<file path="src/rtl/lrbc_pkg.sv">
`default_nettype none

package lrbc_pkg;

    // request kinds carried in req_type
    typedef enum logic [1:0] {
        REQ_CONNECT    = 2'd0,
        REQ_DISCONNECT = 2'd1,
        REQ_TICK       = 2'd2,
        REQ_UNUSED     = 2'd3
    } req_type_t;

    // configuration register indexes
    typedef enum logic [1:0] {
        CFG_RESCAN_DROPS  = 2'd0,
        CFG_BACKOFF_FLOOR = 2'd1,
        CFG_BACKOFF_CAP   = 2'd2,
        CFG_NONE          = 2'd3
    } cfg_index_t;

    localparam logic [7:0]  RESCAN_DROPS_RST  = 8'd5;
    localparam logic [31:0] BACKOFF_FLOOR_RST = 32'd3000;
    localparam logic [31:0] BACKOFF_CAP_RST   = 32'd30000;
    localparam logic [7:0]  DROP_COUNT_MAX    = 8'd255;

    // disconnect reason codes
    localparam logic [7:0] REASON_DROP_A  = 8'd2;
    localparam logic [7:0] REASON_DROP_B  = 8'd4;
    localparam logic [7:0] REASON_STALE_A = 8'd200;
    localparam logic [7:0] REASON_STALE_B = 8'd201;
    localparam logic [7:0] REASON_STALE_C = 8'd203;
    localparam logic [7:0] REASON_BOTH    = 8'd205;

    typedef struct packed {
        logic [7:0]  drop_counter;
        logic        rescan_pending;
        logic        retry_armed;
        logic [31:0] retry_deadline;
        logic [31:0] backoff_now;
    } sched_state_t;

    typedef struct packed {
        logic [7:0]  rescan_drops;
        logic [31:0] backoff_floor_ms;
        logic [31:0] backoff_cap_ms;
    } sched_cfg_t;

    typedef struct packed {
        req_type_t   req_type;
        logic [7:0]  reason_code;
        logic [31:0] now_ms;
        logic        link_up;
    } sched_req_t;

    typedef struct packed {
        logic        clear_hint;
        logic        rescan_request;
        logic        reconnect_request;
        logic [31:0] current_backoff_ms;
        logic [7:0]  drop_count;
    } sched_result_t;

endpackage

`default_nettype wire

</file>
<file path="src/rtl/lrbc_core.sv">
`default_nettype none

module lrbc_core
    import lrbc_pkg::*;
(
    input  wire sched_state_t  state_cur,
    input  wire sched_cfg_t    cfg,
    input  wire sched_req_t    req,
    output sched_state_t       state_nxt,
    output sched_result_t      result
);

    logic        stale_hint;
    logic        counted_drop;
    logic [7:0]  drop_inc;
    logic [32:0] doubled;
    logic        deadline_due;

    always_comb begin
        stale_hint   = (req.reason_code == REASON_STALE_A) ||
                       (req.reason_code == REASON_STALE_B) ||
                       (req.reason_code == REASON_STALE_C) ||
                       (req.reason_code == REASON_BOTH);
        counted_drop = (req.reason_code == REASON_DROP_A) ||
                       (req.reason_code == REASON_DROP_B) ||
                       (req.reason_code == REASON_BOTH);
        drop_inc     = (state_cur.drop_counter == DROP_COUNT_MAX) ?
                       state_cur.drop_counter : state_cur.drop_counter + 8'd1;
        doubled      = {state_cur.backoff_now, 1'b0};
        deadline_due = state_cur.retry_armed && !req.link_up &&
                       (req.now_ms >= state_cur.retry_deadline);

        state_nxt                 = state_cur;
        result.clear_hint         = 1'b0;
        result.rescan_request     = 1'b0;
        result.reconnect_request  = 1'b0;

        case (req.req_type)
            REQ_CONNECT: begin
                state_nxt.drop_counter = '0;
                state_nxt.retry_armed  = 1'b0;
                state_nxt.backoff_now  = cfg.backoff_floor_ms;
            end
            REQ_DISCONNECT: begin
                result.clear_hint = stale_hint;
                if (counted_drop) begin
                    state_nxt.drop_counter = drop_inc;
                    if (drop_inc >= cfg.rescan_drops) begin
                        state_nxt.rescan_pending = 1'b1;
                    end
                end
                if (!state_cur.retry_armed) begin
                    state_nxt.retry_deadline = req.now_ms + state_cur.backoff_now;
                    state_nxt.retry_armed    = 1'b1;
                    state_nxt.backoff_now    = (doubled > {1'b0, cfg.backoff_cap_ms}) ?
                                               cfg.backoff_cap_ms : doubled[31:0];
                end
            end
            REQ_TICK: begin
                if (state_cur.rescan_pending) begin
                    state_nxt.rescan_pending = 1'b0;
                    state_nxt.drop_counter   = '0;
                    state_nxt.retry_armed    = 1'b0;
                    result.rescan_request    = 1'b1;
                    result.clear_hint        = 1'b1;
                end else if (deadline_due) begin
                    state_nxt.retry_armed    = 1'b0;
                    result.reconnect_request = 1'b1;
                end
            end
            default: begin
                state_nxt = state_cur;
            end
        endcase

        result.current_backoff_ms = state_nxt.backoff_now;
        result.drop_count         = state_nxt.drop_counter;
    end

endmodule

`default_nettype wire

</file>
<file path="src/rtl/link_reconnect_backoff_controller.sv">
`default_nettype none

// Reconnect scheduler with exponential backoff. Each request is a connect
// success, a disconnect (with reason code) or a periodic tick (with link
// status), and each gives exactly one result carrying the request flags,
// the backoff and the drop count after that request. A request is latched
// in an input register, processed against the scheduler state once the
// output register is free or draining, and its result lands in the output
// register; a new request is taken every cycle while the result side keeps
// up, so sustained throughput is one request per clock.
// The config port writes rescan_drops (index 0), backoff_floor_ms (1) and
// backoff_cap_ms (2); other indexes are ignored. Writes are meant for idle
// time only. A new floor is used at the next connect success.

module link_reconnect_backoff_controller
    import lrbc_pkg::*;
(
    input  wire         aclk,
    input  wire         aresetn,

    // configuration write port
    input  wire         cfg_wr_en,
    input  wire  [1:0]  cfg_index,
    input  wire  [31:0] cfg_wdata,

    // request channel
    input  wire         s_valid,
    output logic        s_ready,
    input  wire  [1:0]  s_req_type,
    input  wire  [7:0]  s_reason_code,
    input  wire  [31:0] s_now_ms,
    input  wire         s_link_up,

    // result channel
    output logic        m_valid,
    input  wire         m_ready,
    output logic        m_clear_hint,
    output logic        m_rescan_request,
    output logic        m_reconnect_request,
    output logic [31:0] m_current_backoff_ms,
    output logic [7:0]  m_drop_count
);

    // config registers
    sched_cfg_t    cfg_reg;

    // scheduler state
    sched_state_t  state_reg;
    sched_state_t  state_next;

    // input register
    logic          in_valid_reg;
    sched_req_t    in_req_reg;

    // output register
    logic          out_valid_reg;
    sched_result_t out_res_reg;
    sched_result_t res_next;

    logic          proc_fire;
    logic          in_accept;

    // process the held request when the output slot is free or draining
    assign proc_fire = in_valid_reg && (!out_valid_reg || m_ready);
    assign s_ready   = !in_valid_reg || proc_fire;
    assign in_accept = s_valid && s_ready;

    // config writes
    always_ff @(posedge aclk) begin
        if (!aresetn) begin
            cfg_reg.rescan_drops     <= RESCAN_DROPS_RST;
            cfg_reg.backoff_floor_ms <= BACKOFF_FLOOR_RST;
            cfg_reg.backoff_cap_ms   <= BACKOFF_CAP_RST;
        end else if (cfg_wr_en) begin
            case (cfg_index_t'(cfg_index))
                CFG_RESCAN_DROPS:  cfg_reg.rescan_drops     <= cfg_wdata[7:0];
                CFG_BACKOFF_FLOOR: cfg_reg.backoff_floor_ms <= cfg_wdata;
                CFG_BACKOFF_CAP:   cfg_reg.backoff_cap_ms   <= cfg_wdata;
                default: begin
                    cfg_reg <= cfg_reg;
                end
            endcase
        end
    end

    // input register: valid is control, payload loads on accept
    always_ff @(posedge aclk) begin
        if (!aresetn) begin
            in_valid_reg <= 1'b0;
        end else if (s_ready) begin
            in_valid_reg <= s_valid;
        end
    end

    always_ff @(posedge aclk) begin
        if (in_accept) begin
            in_req_reg.req_type    <= req_type_t'(s_req_type);
            in_req_reg.reason_code <= s_reason_code;
            in_req_reg.now_ms      <= s_now_ms;
            in_req_reg.link_up     <= s_link_up;
        end
    end

    // next-state and result logic for one request
    lrbc_core u_core (
        .state_cur (state_reg),
        .cfg       (cfg_reg),
        .req       (in_req_reg),
        .state_nxt (state_next),
        .result    (res_next)
    );

    // scheduler state; backoff starts at the floor reset value
    always_ff @(posedge aclk) begin
        if (!aresetn) begin
            state_reg.drop_counter   <= '0;
            state_reg.rescan_pending <= 1'b0;
            state_reg.retry_armed    <= 1'b0;
            state_reg.retry_deadline <= '0;
            state_reg.backoff_now    <= BACKOFF_FLOOR_RST;
        end else if (proc_fire) begin
            state_reg <= state_next;
        end
    end

    // output register
    always_ff @(posedge aclk) begin
        if (!aresetn) begin
            out_valid_reg <= 1'b0;
        end else if (proc_fire) begin
            out_valid_reg <= 1'b1;
        end else if (m_ready) begin
            out_valid_reg <= 1'b0;
        end
    end

    always_ff @(posedge aclk) begin
        if (proc_fire) begin
            out_res_reg <= res_next;
        end
    end

    assign m_valid              = out_valid_reg;
    assign m_clear_hint         = out_res_reg.clear_hint;
    assign m_rescan_request     = out_res_reg.rescan_request;
    assign m_reconnect_request  = out_res_reg.reconnect_request;
    assign m_current_backoff_ms = out_res_reg.current_backoff_ms;
    assign m_drop_count         = out_res_reg.drop_count;

`ifndef SYNTHESIS
    // an empty output slot never blocks the request side
    a_ready_when_empty: assert property (@(posedge aclk) disable iff (!aresetn)
        !out_valid_reg |-> s_ready)
        else $error("request side stalled with empty output register");

    // rescan and reconnect are exclusive in one result
    a_req_exclusive: assert property (@(posedge aclk) disable iff (!aresetn)
        out_valid_reg |-> !(out_res_reg.rescan_request && out_res_reg.reconnect_request))
        else $error("rescan and reconnect in the same result");

    // a rescan result reports a cleared drop count
    a_rescan_clears_drops: assert property (@(posedge aclk) disable iff (!aresetn)
        out_valid_reg && out_res_reg.rescan_request |-> out_res_reg.drop_count == 8'd0)
        else $error("rescan result with nonzero drop count");

    // a reconnect result never asks for a hint clear
    a_reconnect_no_hint: assert property (@(posedge aclk) disable iff (!aresetn)
        out_valid_reg && out_res_reg.reconnect_request |-> !out_res_reg.clear_hint)
        else $error("reconnect result with hint clear");

    // a processed disconnect always leaves a retry armed
    a_disconnect_arms: assert property (@(posedge aclk) disable iff (!aresetn)
        proc_fire && in_req_reg.req_type == REQ_DISCONNECT |=> state_reg.retry_armed)
        else $error("disconnect left no retry armed");
`endif

endmodule

`default_nettype wire

</file>
<file path="config.mk">
export PLATFORM = sky130hd
export DESIGN_NAME = link_reconnect_backoff_controller
export DESIGN_NICKNAME = d
export VERILOG_FILES = /design/src/rtl/lrbc_pkg.sv /design/src/rtl/lrbc_core.sv /design/src/rtl/link_reconnect_backoff_controller.sv
export SDC_FILE = /design/constraint.sdc
export NUM_CORES = 1
export LEC_CHECK = 0
export BUFFER_PORTS_ARGS = -buffer_cell sky130_fd_sc_hd__buf_2
export CORE_MARGIN = 2
export CORE_UTILIZATION = 40
export CTS_CLUSTER_SIZE = 24
export DETAILED_ROUTE_END_ITERATION = 8
export PLACE_DENSITY = 0.58
export RECOVER_POWER = 100
export SLEW_MARGIN = 20
export SYNTH_ARGS = -nofsm -noshare
export SYNTH_HDL_FRONTEND = slang
export SYNTH_SLANG_ARGS = --single-unit
</file>
<file path="constraint.sdc">
create_clock -name aclk -period 7.5 [get_ports aclk]
set_input_delay 0.375 -clock aclk [delete_from_list [all_inputs] [get_ports aclk]]
set_output_delay 0.375 -clock aclk [all_outputs]
set_load 0.02 [all_outputs]
</file>
==> impl_metrics.toml <==
[status]
status = "finished, violations left"
violations = "capacitance limit, slew limit"

[layout]
drive_above_1_share_pct = 11.5
nFillCells = 3085
final_net_count = 1738
area_growth_pct = 16.6
utilization_pct = 47.6
largest_register_ffs = 74
final_cells = 1973
stdcell_area_um2 = 15100

[placed_design]
place_congestion = 0.844
dp_cells = 1877
io_buffers = 126
hpwlAfterDp_mm = 25.0
pre_cts_ws_ns = 4.26
placedInstanceArea_um2 = 13900

[synthesis]
synthDistinctLibCells = 80
yosys_warnings = 0
synthTopCellsByArea = "dfxtp_1 (23%), edfxtp_1 (20%), ha_1 (10%), nand2_1 (6.1%), a21oi_1 (5.3%)"
synth-seq-cells = 234
synth_area_per_cell_um2 = 9.16
ys_seq_area_share_pct = 42.8
syn_nets = 1603
syn_area_um2 = 12900
synth_common_cells = "nand2_1 (212), dfxtp_1 (148), a21oi_1 (138), ha_1 (107), inv_1 (89)"
yosysTopAreaCellShare_pct = 22.9
synthCells = 1413
yosysTopAreaCell = "dfxtp_1"
ys.flop_type = "dfxtp_1"
yosysMostFrequentCell = "nand2_1"
async_flop_share_pct = 0
synth-edff-count = 86

[die]
initial_utilization_pct = 40.8
die_w_um = 184
dieArea_um2 = 33800
row_count = 65
core-area_um2 = 31700
die_y_um = 184
ios = 127

[grt]
antenna_found_initial = 0
grt-ovfl-total = 0
grt_util_all_layers_pct = 21.6
grt_pass1_vias = 10453
grt_pass1_wl_mm = 57.1
grt_max_degree = 78

[timing]
slew_headroom_pct = -146
finalClockSkew_ns = 0.0187
min_period_ns = 5.09
worst_hold_slack_ns = 0.0582
finalMaxSlewViolations = 148
fin_tns_setup_ns = 0
max_clock_freq_mhz = 196
finalSetupViolCount = 0
hold_viol = 0
rsz0062_at_grt = "false"
tightest_slew_ns = 3.69
period_share_pct = 67.9
setup_ws_ns = 2.41

[hold_path]
hp-start = "s_valid"
hp-class = "in2reg"

[detailed_routing]
vias = 11000
ant_nets = 0
drc = 0
drt_iter0_drc = 816
vias_per_cell = 5.58
first_pass_iters = 5
drt-total-wl_mm = 36.6
wl_per_cell_um = 18.5

[setup_path]
crit_path_end_kind = "flip-flop"
cp.required_ns = 7.90
slowest_delay_ns = 1.70
crit_type = "reg2reg"
r2r-start = "m_valid$_SDFFE_PN0P_"
cp-start-kind = "flip-flop"
slowest_stage = "clkinvlp_2"
worstPathMaxFanout = 39
cp.arrival_ns = 5.50
cp-startpoint = "m_valid$_SDFFE_PN0P_"
worstPathCellList = "nor2b_1 > nand2b_1 > clkbuf_1 > clkinvlp_2 > nand2_1 > buf_4 > nor4b_1 > a31oi_1 > o311ai_0"

[pwr]
p_leak_nw = 5.93
power_mw = 3.42
ir_drop_v = 0.000140
p_per_area_nw_per_um2 = 227

[clock_tree]
cts_setup_buffers = 0
clkSlewWorstSetupHoldPaths_ns = 0.06
htreeDepth = 1
clk_latency_ns = 0.56
ctsLongestPathBuffers = 3
cts_inserted_buffers = 28
cts_resized = 0
cts-root-buf = "clkbuf_16"
cts_sinks = 234
cts_tree = "built"

[job]
cap_violations = 3
[cell usage in the layout (no fill, tap or decap), drive strengths merged, types with 43 or more instances in the layout]
master / instances
nor2: 57
buf: 91
dlygate4sd3: 43
a21oi: 149
nand3: 59
inv: 88
nand2: 213
clkbuf: 95
edfxtp: 86
o21ai: 82
dfxtp: 148
ha: 107
[per-layer routing]
layer	GRT usage (%)	vias up	wire, um	share of wire [%]
met5	0	-	0	0
met4	6.50	0	1100	3.0
met3	2.93	64	2070	5.6
met2	37.0	340	17100	47
met1	28.2	5203	16300	45
li1	-	5393	-	-
[report_power, final]
group	internal [mW]	switching (mW)	total, mW	leakage, nW
Sequential	1.39	0.0581	1.45	2.03
Combinational	0.218	0.384	0.602	3.44
Clock	0.828	0.544	1.37	0.460
Total	2.43	0.986	3.42	5.93
[worst max-delay path, delay by kind of cell (launching register included)]
| family | cells | cell delay (ns) |
|---|---|---|
| buffers and inverters | 3 | 3.46 |
| and+or+nand+nor | 4 | 0.78 |
| AOI/OAI and AO/OA | 2 | 0.35 |
| DFF | 1 | 0.32 |
[cells by family after synthesis]
logic type	share of synthesized area [%]
XOR/XNOR	1.62
buffers and inverters	5.17
AND/OR/NAND/NOR	16.8
flip-flops	42.8
adder cells (fa/ha/maj)	10.6
multiplexers	0.387
AO/OA/AOI/OAI	22.6
[timing repair]
item | CTS | global route
hold buffers | 43 | 0
hold endpoints to repair | 43 | 0
endpoints found under the setup margin | 0 | 0
[layout make-up]
| cell class | count | area, um^2 | share of cell area [%] |
|---|---|---|---|
| clock inverter | 5 | 48.8 | 0.323 |
| sequential | 234 | 5550 | 36.7 |
| multi-input combinational | 1013 | 6680 | 44.3 |
| inverter | 89 | 335 | 2.22 |
| tap | 402 | 503 | 3.33 |
| antenna | 1 | 2.50 | 0.0166 |
| timing repair buffer | 182 | 1090 | 7.23 |
| clock buffer | 47 | 883 | 5.85 |
[worst paths after layout]
path                                              endpoint  slack [ns]  cells past startpoint
worst max-delay path            state_reg[57]$_SDFFE_PN0P_        2.41                      9
worst min-delay path             in_valid_reg$_SDFFE_PN0N_        0.06                      3
worst max register to register  state_reg[57]$_SDFFE_PN0P_        2.41                      9
worst min register to register    cfg_reg[32]$_SDFFE_PN0P_        0.45                      2
No activity file was read; power rests on OpenSTA's default activity.
